`src/design/khm_pkg.sv`:
```
`default_nettype none

package khm_pkg;

   localparam int CAPACITY_DEFAULT = 64;
   localparam int MAX_RUNS_DEFAULT = 8;

   localparam int VALUE_W      = 32;
   localparam int RUN_COUNT_W  = 4;
   localparam int RUN_LENGTH_W = 7;
   localparam int CSR_INDEX_W  = 1;
   localparam int CSR_DATA_W   = 7;

   localparam logic [CSR_INDEX_W-1:0] CSR_RUN_COUNT  = 1'd0;
   localparam logic [CSR_INDEX_W-1:0] CSR_RUN_LENGTH = 1'd1;

   localparam logic [RUN_COUNT_W-1:0]  RUN_COUNT_RESET  = 4'd1;
   localparam logic [RUN_LENGTH_W-1:0] RUN_LENGTH_RESET = 7'd64;

   typedef enum logic [1:0] {
      OP_HOLD,
      OP_CLEAR,
      OP_INSERT,
      OP_REPLACE
   } op_type;

   typedef enum logic [1:0] {
      ST_LOAD,
      ST_BUILD,
      ST_EMIT,
      ST_FILL
   } state_type;

endpackage

`default_nettype wire

```
`src/design/khm_store.sv`:
```
`default_nettype none

module khm_store import khm_pkg::*; #(
   parameter int CAPACITY = CAPACITY_DEFAULT,
   localparam int AW = $clog2(CAPACITY)
) (
   input  wire logic                      clock,
   input  wire logic                      wr_en,
   input  wire logic [AW-1:0]             wr_addr,
   input  wire logic signed [VALUE_W-1:0] wr_data,
   input  wire logic [AW-1:0]             rd_addr,
   output logic signed [VALUE_W-1:0]      rd_data
);

   logic signed [VALUE_W-1:0] mem [CAPACITY];

   always_ff @(posedge clock) begin
      if (wr_en) begin
         mem[wr_addr] <= wr_data;
      end
   end

   always_ff @(posedge clock) begin
      rd_data <= mem[rd_addr];
   end

endmodule

`default_nettype wire

```
`src/design/khm_cell.sv`:
```
`default_nettype none

module khm_cell import khm_pkg::*; #(
   parameter int TAG_WIDTH = 2 * $clog2(CAPACITY_DEFAULT + 1)
) (
   input  wire logic                      clock,
   input  wire logic                      reset,
   input  wire op_type                    op,
   input  wire logic                      head,
   input  wire logic                      x_valid,
   input  wire logic signed [VALUE_W-1:0] x_value,
   input  wire logic [TAG_WIDTH-1:0]      x_tag,
   input  wire logic                      left_valid,
   input  wire logic signed [VALUE_W-1:0] left_value,
   input  wire logic [TAG_WIDTH-1:0]      left_tag,
   input  wire logic                      left_le,
   input  wire logic                      right_valid,
   input  wire logic signed [VALUE_W-1:0] right_value,
   input  wire logic [TAG_WIDTH-1:0]      right_tag,
   input  wire logic                      right_le,
   output logic                           valid,
   output logic signed [VALUE_W-1:0]      value,
   output logic [TAG_WIDTH-1:0]           tag,
   output logic                           le
);

   logic                      valid_ff, valid_in;
   logic signed [VALUE_W-1:0] value_ff, value_in;
   logic [TAG_WIDTH-1:0]      tag_ff, tag_in;

   // An empty entry ranks above every valid value.
   assign le = valid_ff && (!x_valid || (value_ff <= x_value));

   always_comb begin
      valid_in = valid_ff;
      value_in = value_ff;
      tag_in   = tag_ff;
      case (op)
         OP_CLEAR: begin
            valid_in = 1'b0;
         end
         OP_INSERT: begin
            if (!le) begin
               if (left_le) begin
                  valid_in = x_valid;
                  value_in = x_value;
                  tag_in   = x_tag;
               end else begin
                  valid_in = left_valid;
                  value_in = left_value;
                  tag_in   = left_tag;
               end
            end
         end
         OP_REPLACE: begin
            if (right_le) begin
               valid_in = right_valid;
               value_in = right_value;
               tag_in   = right_tag;
            end else if (le || head) begin
               valid_in = x_valid;
               value_in = x_value;
               tag_in   = x_tag;
            end
         end
         default: begin
         end
      endcase
   end

   always_ff @(posedge clock) begin
      if (reset) begin
         valid_ff <= 1'b0;
      end else begin
         valid_ff <= valid_in;
      end
   end

   always_ff @(posedge clock) begin
      value_ff <= value_in;
      tag_ff   <= tag_in;
   end

   assign valid = valid_ff;
   assign value = value_ff;
   assign tag   = tag_ff;

endmodule

`default_nettype wire

```
`src/design/k_way_heap_merge.sv`:
```
`default_nettype none

// Values are loaded one per cycle while busy is low; the transfer with req_last high closes
// the set and raises busy. The block then reads the head of each non-empty run into a sorted
// chain of cells, one run per cycle, and emits the merged values in ascending order. For each
// result it emits the head cell and reads the next value of its run from the store, then it
// inserts that value into the chain before the next result is emitted. Each result is
// shown on the rsp_ ports for a single cycle with rsp_strobe high and cannot be held off.
// busy falls in the cycle after the result marked rsp_end_of_set. Configuration registers may
// be written only while busy is low.
module k_way_heap_merge import khm_pkg::*; #(
   parameter int CAPACITY = CAPACITY_DEFAULT,
   parameter int MAX_RUNS = MAX_RUNS_DEFAULT
) (
   input  wire logic                      clock,
   input  wire logic                      reset,
   input  wire logic                      start,
   output logic                           busy,
   input  wire logic signed [VALUE_W-1:0] req_value,
   input  wire logic                      req_last,
   output logic                           rsp_strobe,
   output logic signed [VALUE_W-1:0]      rsp_merged_value,
   output logic                           rsp_end_of_set,
   input  wire logic                      csr_valid,
   output logic                           csr_ready,
   input  wire logic [CSR_INDEX_W-1:0]    csr_index,
   input  wire logic [CSR_DATA_W-1:0]     csr_data
);

   localparam int AW = $clog2(CAPACITY);
   localparam int CW = $clog2(CAPACITY + 1);
   localparam int RW = $clog2(MAX_RUNS + 1);
   localparam int TW = 2 * CW;
   localparam int PW = RW + CW;

   state_type state_ff, state_in;

   logic [RUN_COUNT_W-1:0]  run_count_ff;
   logic [RUN_LENGTH_W-1:0] run_length_ff;

   logic [CW-1:0] load_count_ff, load_count_in;
   logic [RW-1:0] rc_ff, rc_in;
   logic [CW-1:0] rl_ff, rl_in;
   logic [CW-1:0] n_ff, n_in;
   logic [CW-1:0] remain_ff, remain_in;
   logic [CW:0]   start_ff, start_in;
   logic [RW-1:0] run_ff, run_in;
   logic          pend_valid_ff, pend_valid_in;
   logic [TW-1:0] pend_tag_ff, pend_tag_in;

   logic [RW-1:0] rc_eff;
   logic [CW-1:0] rl_eff;
   logic [CW-1:0] count_next;
   logic [PW-1:0] total;
   logic [CW-1:0] n_eff;
   logic [CW:0]   build_sum;
   logic [CW-1:0] build_stop;

   logic                      wr_en;
   logic [AW-1:0]             rd_addr;
   logic signed [VALUE_W-1:0] rd_data;

   op_type                    op;
   logic                      x_valid;
   logic signed [VALUE_W-1:0] x_value;
   logic [TW-1:0]             x_tag;

   logic                      cell_valid [MAX_RUNS];
   logic signed [VALUE_W-1:0] cell_value [MAX_RUNS];
   logic [TW-1:0]             cell_tag   [MAX_RUNS];
   logic                      cell_le    [MAX_RUNS];

   logic [CW-1:0] head_pos;
   logic [CW-1:0] head_stop;
   logic [CW-1:0] pos_next;

   always_comb begin
      if (run_count_ff == '0) begin
         rc_eff = RW'(1);
      end else if (int'(run_count_ff) > MAX_RUNS) begin
         rc_eff = RW'(MAX_RUNS);
      end else begin
         rc_eff = RW'(run_count_ff);
      end
      if (run_length_ff == '0) begin
         rl_eff = CW'(1);
      end else if (int'(run_length_ff) > CAPACITY) begin
         rl_eff = CW'(CAPACITY);
      end else begin
         rl_eff = CW'(run_length_ff);
      end
   end

   assign count_next = (load_count_ff < CW'(CAPACITY)) ? load_count_ff + CW'(1) : load_count_ff;
   assign total      = PW'(rc_eff) * PW'(rl_eff);
   assign n_eff      = (PW'(count_next) < total) ? count_next : CW'(total);
   assign build_sum  = start_ff + {1'b0, rl_ff};
   assign build_stop = (build_sum < {1'b0, n_ff}) ? build_sum[CW-1:0] : n_ff;

   assign head_pos  = cell_tag[0][TW-1:CW];
   assign head_stop = cell_tag[0][CW-1:0];
   assign pos_next  = head_pos + CW'(1);

   assign busy             = (state_ff != ST_LOAD);
   assign csr_ready        = 1'b1;
   assign rsp_merged_value = cell_value[0];
   assign x_value          = rd_data;
   assign x_tag            = pend_tag_ff;
   assign x_valid          = pend_valid_ff;

   always_comb begin
      state_in      = state_ff;
      load_count_in = load_count_ff;
      rc_in         = rc_ff;
      rl_in         = rl_ff;
      n_in          = n_ff;
      remain_in     = remain_ff;
      start_in      = start_ff;
      run_in        = run_ff;
      pend_valid_in = pend_valid_ff;
      pend_tag_in   = pend_tag_ff;
      op            = OP_HOLD;
      rd_addr       = '0;
      wr_en         = 1'b0;
      rsp_strobe    = 1'b0;
      rsp_end_of_set = 1'b0;
      case (state_ff)
         ST_LOAD: begin
            if (start) begin
               wr_en         = (load_count_ff < CW'(CAPACITY));
               load_count_in = count_next;
               if (req_last) begin
                  op            = OP_CLEAR;
                  load_count_in = '0;
                  rc_in         = rc_eff;
                  rl_in         = rl_eff;
                  n_in          = n_eff;
                  remain_in     = n_eff;
                  start_in      = '0;
                  run_in        = '0;
                  pend_valid_in = 1'b0;
                  state_in      = ST_BUILD;
               end
            end
         end
         ST_BUILD: begin
            if (pend_valid_ff) begin
               op = OP_INSERT;
            end
            rd_addr = start_ff[AW-1:0];
            if ((run_ff < rc_ff) && (start_ff < {1'b0, n_ff})) begin
               pend_valid_in = 1'b1;
               pend_tag_in   = {start_ff[CW-1:0], build_stop};
               start_in      = build_sum;
               run_in        = run_ff + RW'(1);
            end else begin
               pend_valid_in = 1'b0;
               state_in      = ST_EMIT;
            end
         end
         ST_EMIT: begin
            rsp_strobe     = 1'b1;
            rsp_end_of_set = (remain_ff == CW'(1));
            rd_addr        = pos_next[AW-1:0];
            pend_valid_in  = (pos_next < head_stop);
            pend_tag_in    = {pos_next, head_stop};
            remain_in      = remain_ff - CW'(1);
            state_in       = rsp_end_of_set ? ST_LOAD : ST_FILL;
         end
         ST_FILL: begin
            op       = OP_REPLACE;
            state_in = ST_EMIT;
         end
         default: begin
            state_in = ST_LOAD;
         end
      endcase
   end

   always_ff @(posedge clock) begin
      if (reset) begin
         state_ff      <= ST_LOAD;
         load_count_ff <= '0;
         pend_valid_ff <= 1'b0;
         run_count_ff  <= RUN_COUNT_RESET;
         run_length_ff <= RUN_LENGTH_RESET;
      end else begin
         state_ff      <= state_in;
         load_count_ff <= load_count_in;
         pend_valid_ff <= pend_valid_in;
         if (csr_valid && csr_ready) begin
            case (csr_index)
               CSR_RUN_COUNT: begin
                  run_count_ff <= csr_data[RUN_COUNT_W-1:0];
               end
               CSR_RUN_LENGTH: begin
                  run_length_ff <= csr_data[RUN_LENGTH_W-1:0];
               end
               default: begin
               end
            endcase
         end
      end
   end

   always_ff @(posedge clock) begin
      rc_ff       <= rc_in;
      rl_ff       <= rl_in;
      n_ff        <= n_in;
      remain_ff   <= remain_in;
      start_ff    <= start_in;
      run_ff      <= run_in;
      pend_tag_ff <= pend_tag_in;
   end

   khm_store #(
      .CAPACITY(CAPACITY)
   ) u_store (
      .clock  (clock),
      .wr_en  (wr_en),
      .wr_addr(load_count_ff[AW-1:0]),
      .wr_data(req_value),
      .rd_addr(rd_addr),
      .rd_data(rd_data)
   );

   for (genvar i = 0; i < MAX_RUNS; i++) begin : g_cell
      logic                      l_valid;
      logic signed [VALUE_W-1:0] l_value;
      logic [TW-1:0]             l_tag;
      logic                      l_le;
      logic                      r_valid;
      logic signed [VALUE_W-1:0] r_value;
      logic [TW-1:0]             r_tag;
      logic                      r_le;

      if (i == 0) begin : g_first
         assign l_valid = 1'b0;
         assign l_value = '0;
         assign l_tag   = '0;
         assign l_le    = 1'b1;
      end else begin : g_inner_left
         assign l_valid = cell_valid[i-1];
         assign l_value = cell_value[i-1];
         assign l_tag   = cell_tag[i-1];
         assign l_le    = cell_le[i-1];
      end

      if (i == MAX_RUNS - 1) begin : g_last
         assign r_valid = 1'b0;
         assign r_value = '0;
         assign r_tag   = '0;
         assign r_le    = 1'b0;
      end else begin : g_inner_right
         assign r_valid = cell_valid[i+1];
         assign r_value = cell_value[i+1];
         assign r_tag   = cell_tag[i+1];
         assign r_le    = cell_le[i+1];
      end

      khm_cell #(
         .TAG_WIDTH(TW)
      ) u_cell (
         .clock      (clock),
         .reset      (reset),
         .op         (op),
         .head       (i == 0),
         .x_valid    (x_valid),
         .x_value    (x_value),
         .x_tag      (x_tag),
         .left_valid (l_valid),
         .left_value (l_value),
         .left_tag   (l_tag),
         .left_le    (l_le),
         .right_valid(r_valid),
         .right_value(r_value),
         .right_tag  (r_tag),
         .right_le   (r_le),
         .valid      (cell_valid[i]),
         .value      (cell_value[i]),
         .tag        (cell_tag[i]),
         .le         (cell_le[i])
      );
   end

`ifndef SYNTHESIS
   a_strobe_head_valid: assert property (
      @(posedge clock) disable iff (reset)
      rsp_strobe |-> cell_valid[0]
   ) else $error("A result was emitted from an empty head cell.");

   a_end_releases_busy: assert property (
      @(posedge clock) disable iff (reset)
      (rsp_strobe && rsp_end_of_set) |=> !busy
   ) else $error("The block stayed busy after the final result of a set.");

   a_refill_gap: assert property (
      @(posedge clock) disable iff (reset)
      (rsp_strobe && !rsp_end_of_set) |=> !rsp_strobe ##1 rsp_strobe
   ) else $error("Results did not follow the emit and refill sequence.");

   a_last_starts_merge: assert property (
      @(posedge clock) disable iff (reset)
      (start && !busy && req_last) |=> (busy && !rsp_strobe)
   ) else $error("The final transfer of a set did not start the merge.");
`endif

endmodule

`default_nettype wire
```
`config.mk`:
```
export PLATFORM = sky130hd
export DESIGN_NAME = k_way_heap_merge
export DESIGN_NICKNAME = d
export VERILOG_FILES = /design/src/design/khm_pkg.sv /design/src/design/khm_store.sv /design/src/design/khm_cell.sv /design/src/design/k_way_heap_merge.sv
export SDC_FILE = /design/constraint.sdc
export NUM_CORES = 2
export LEC_CHECK = 0
export ABC_AREA = 1
export BUFFER_PORTS_ARGS = -buffer_cell sky130_fd_sc_hd__buf_2
export CAP_MARGIN = 40
export CORE_MARGIN = 10
export CORE_UTILIZATION = 55
export DETAILED_ROUTE_END_ITERATION = 16
export GPL_ROUTABILITY_DRIVEN = 0
export PLACE_DENSITY = 0.71
export SLEW_MARGIN = 20
export SYNTH_ARGS = -nofsm -noshare
export SYNTH_HDL_FRONTEND = slang
export SYNTH_SLANG_ARGS = --single-unit
```
`constraint.sdc`:
```
create_clock -name clock -period 13.07 [get_ports clock]
set_input_delay 2.614 -clock clock [delete_from_list [all_inputs] [get_ports clock]]
set_output_delay 2.614 -clock clock [all_outputs]
set_load 0.02 [all_outputs]
```
==> impl_metrics.yaml <==
run_status:
  run_status: "finished, final reports clean"
hold_path:
  holdPathStages: 2
  timing.hold.worst.class: "reg2reg"
yosys:
  synth_top_cell_by_area: "sky130_fd_sc_hd__edfxtp_1"
  yosys_warnings: 0
  synth-edff-count: 2467
  synth.ff_latch_count: 2528
  synth.cell_area_um2: 118500
  yosys.area.top_type_share_pct: 62.54
  netlist-cell-type-count: 42
  netlist_instances: 10530
  yosys-top-cells-area: "sky130_fd_sc_hd__edfxtp_1 63%, sky130_fd_sc_hd__nand3_1 6.2%, sky130_fd_sc_hd__o211ai_1 6.1%"
  async_flop_share_pct: 0
  synthesis.area_per_instance_um2: 11.25
  postSynth.topFlopCell: "sky130_fd_sc_hd__edfxtp_1"
  synth_fp_nets: 10900
  seq_area_frac_synth_pct: 63.57
setup_path:
  timing.critical_path.arrival_ns: 6.66
  r2r.worst_path.cells: 17
  crit_start: "state_ff[0]"
  most_frequent_cell_on_the_critical_path: "sky130_fd_sc_hd__buf_4"
  crit-reg2reg-capture: "u_store.rd_data[29]"
  critical_path.startpoint_type: "flip-flop"
  worst-r2r-setup-slack_ns: 7.18
  critical_path.cell_chain: "inv_1 -> ha_1 -> buf_4 -> inv_2 -> nor2_1 -> inv_2 -> a21oi_4 -> buf_12 -> buf_4 -> buf_4 -> nand2_1 -> o211ai_1 -> o21ai_1 -> o211ai_1 -> nand3_1 -> nand3_1 -> nand2_1"
  r2r_start: "state_ff[0]"
  worst-path-max-fanout: 218
  critical_path_required_ns: 13.84
  timing.critical_path.max_delay_family: "buffers and inverters"
  crit_path_top_delay_cell: "sky130_fd_sc_hd__buf_4"
  cp-end-kind: "flip-flop"
  critical-path-max-stage-delay_ns: 0.72
  critPathKind: "reg2reg"
  cp.buffers_inverters: 7
  crit_path_end: "u_store.rd_data[29]"
  critical_path_cell_count: 17
floorplan:
  initial_standard_cell_utilization_of_the_core_pct: 55.25
  ios: 81
  num_rows: 170
  core_region_area_um2: 214400
  die_area_um2: 234300
  die_h_um: 484.1
  chipWidth_um: 484.1
sta:
  period_minus_slack_ns: 5.889
  final_max_slew_viol_count: 0
  worst_pin_slew_ns: 1.048
  hold_viol: 0
  finClkSkew_ns: 0.06922
  finalSetupViolCount: 0
  total_negative_setup_slacks_ns: 0
  finalCritPeriodShare_pct: 45.06
  max-slew-margin-rel_pct: 30.12
  worst_case_setup_margin_in_the_final_layout_ns: 7.181
  timing.fmax_mhz: 169.8
  rsz0062_at_grt: "no"
route:
  route.detailed.drc: 0
  first_iter_violations: 9908
  wl_met3_um: 29340
  detail_route.wl_per_cell_um: 24.42
  wl_met2_um: 152400
  postRouteWirelength_um: 326500
  routed-via-count: 83260
  via_per_inst: 6.227
  met1Wirelength_um: 128500
  top_layer_used_by_detailed_routing: "met5"
  postRouteAntennaNets: 0
  detail_route.first_pass.iterations: 6
finish:
  post-route-cell-area_um2: 130800
  finalNetCount: 10720
  layout.cells.most_common: "sky130_fd_sc_hd__edfxtp_1"
  post_route_cells_drive_above_1_share_pct: 17.15
  most-common-layout-cells: "2467 x sky130_fd_sc_hd__edfxtp_1, 1453 x sky130_fd_sc_hd__nand3_1, 1338 x sky130_fd_sc_hd__nand2_1, 1039 x sky130_fd_sc_hd__or2_2, 968 x sky130_fd_sc_hd__o211ai_1"
  layout-area-overhead-vs-synth_pct: 10.44
clocking:
  cts_num_sinks: 2528
  cts_tree: "done"
  post_cts_hold_buffer_count: 0
  postCtsSetupRepairBufs: 0
  clk-insertion-delay-late_ns: 0.95
  post_cts_resize_count: 0
  cts_inserted_buffers: 279
  max-clock-path-buffers: 4
  clk_pin_slew_worst_paths_ns: 0.06
  htreeDepth: 5
  clk_root_buffer_cell: "sky130_fd_sc_hd__clkbuf_16"
global_routing:
  via_count_of_the_first_global_routing_pass: 79630
  grt_usage_pct: 26.83
  global_route.overflow_total: 0
  largest_net_degree_at_the_start_of_global_routing: 219
  grt_pass1_wl_um: 489500
  grt_antenna_before_repair: 5
place:
  dpl.hpwl_um: 182700
  port_buffers: 79
  detailedPlace.worstSlack_ns: 6.764
  dpl_cell_area_um2: 122200
power:
  worst_ir_drop_vdd_mv: 0.1555
  cellLeakagePower_nw: 47.01
  power.density_cell_area_nw_per_um2: 178.4
flow_run:
  cap_violations: 0
[final cells by class]
class | instances | area (µm²)
Sequential cell | 2528 | 75310
Tap cell | 2838 | 3551
Multi-Input combinational cell | 6700 | 38760
Antenna cell | 6 | 15.01
Fill cell | 16580 | 83590
Timing Repair Buffer | 299 | 2826
Inverter | 542 | 2062
Clock buffer | 362 | 7520
Clock inverter | 96 | 774.5
[worst register-to-register path: cells and delay by family, from the launching register on]
| kind | cells | cell delay (ns) |
|---|---|---|
| buffers and inverters | 7 | 2.97 |
| and+or+nand+nor | 5 | 1.36 |
| AOI/OAI and AO/OA | 4 | 0.95 |
| DFF | 1 | 0.33 |
| adders and majority gates | 1 | 0.16 |
[where the power goes]
group	switching [mW]	internal [mW]	total (mW)
combinational	4.26	1.84	6.09
clock	3.10	4.25	7.35
sequential	0.413	9.49	9.90
total	7.77	15.6	23.3
[cell usage after synthesis (all sizes together), types with 3 or more instances]
library cell	n
clkinv	3
clkbuf	523
inv	539
nand4	37
fa	11
a31oi	7
and3	4
o21ai	965
nand3	1463
dfxtp	61
o211ai	968
xnor2	5
a21oi	216
o21a	20
nand2	1347
ha	314
edfxtp	2467
nor2	238
or2	1041
nor3	19
and2	8
buf	233
xor2	18
a21o	8
[how the worst min path moves through the flow]
stage / from / end / slack (ns)
floorplan: run_count_ff[1] / run_count_ff[1] / 0.44
global placement: run_count_ff[1] / run_count_ff[1] / 0.47
global route: run_count_ff[0] / run_count_ff[0] / 0.53
finish: run_count_ff[0] / run_count_ff[0] / 0.50
detailed placement: run_count_ff[0] / run_count_ff[0] / 0.49
CTS: run_count_ff[0] / run_count_ff[0] / 0.51
[logic make-up (layout without fill, tap and decap cells)]
family	count (synthesis)	after routing	share of synthesized area, %
compound gates	2189	2189	11.39
buf+inv	1298	1299	4.283
other cells	1	7	0.003166
fa+ha+maj	325	325	3.503
simple gates	4162	4162	17.08
flops	2528	2528	63.57
xor+xnor	23	23	0.1701
[metrics by stage]
stage	cells	utilization (%)	total power, mW	hold slack (ns)
finish	13370	61.01	23.34	0.4987
floorplan	10530	-	13.83	0.4445
global placement	12870	56.69	15.74	0.4711
detailed placement	12890	56.98	15.99	0.4939
CTS	13350	60.85	23.28	0.5059
global route	13370	61.01	24.37	0.5348
[per-layer routing]
| layer | vias up | global-route usage [%] |
|---|---|---|
| li1 | 37870 | - |
| met1 | 40570 | 35.88 |
| met2 | 4093 | 43.04 |
| met3 | 724 | 4.410 |
| met4 | 6 | 12.54 |
| met5 | - | 0 |
[flip-flops by register name, summed over array words and instances (netlist names)]
signal / cells
u_store.mem: 2048
g_cell.u_cell.value: 256
g_cell.u_cell.tag: 112
u_store.rd_data: 32
pend_tag_ff: 14
g_cell.u_cell.valid: 8
start_ff: 8
load_count_ff: 7
n_ff: 7
remain_ff: 7
rl_ff: 7
run_length_ff: 7
rc_ff: 4
run_count_ff: 4
run_ff: 4
state_ff: 2
pend_valid_ff: 1
(Power assumes the default switching activity.)
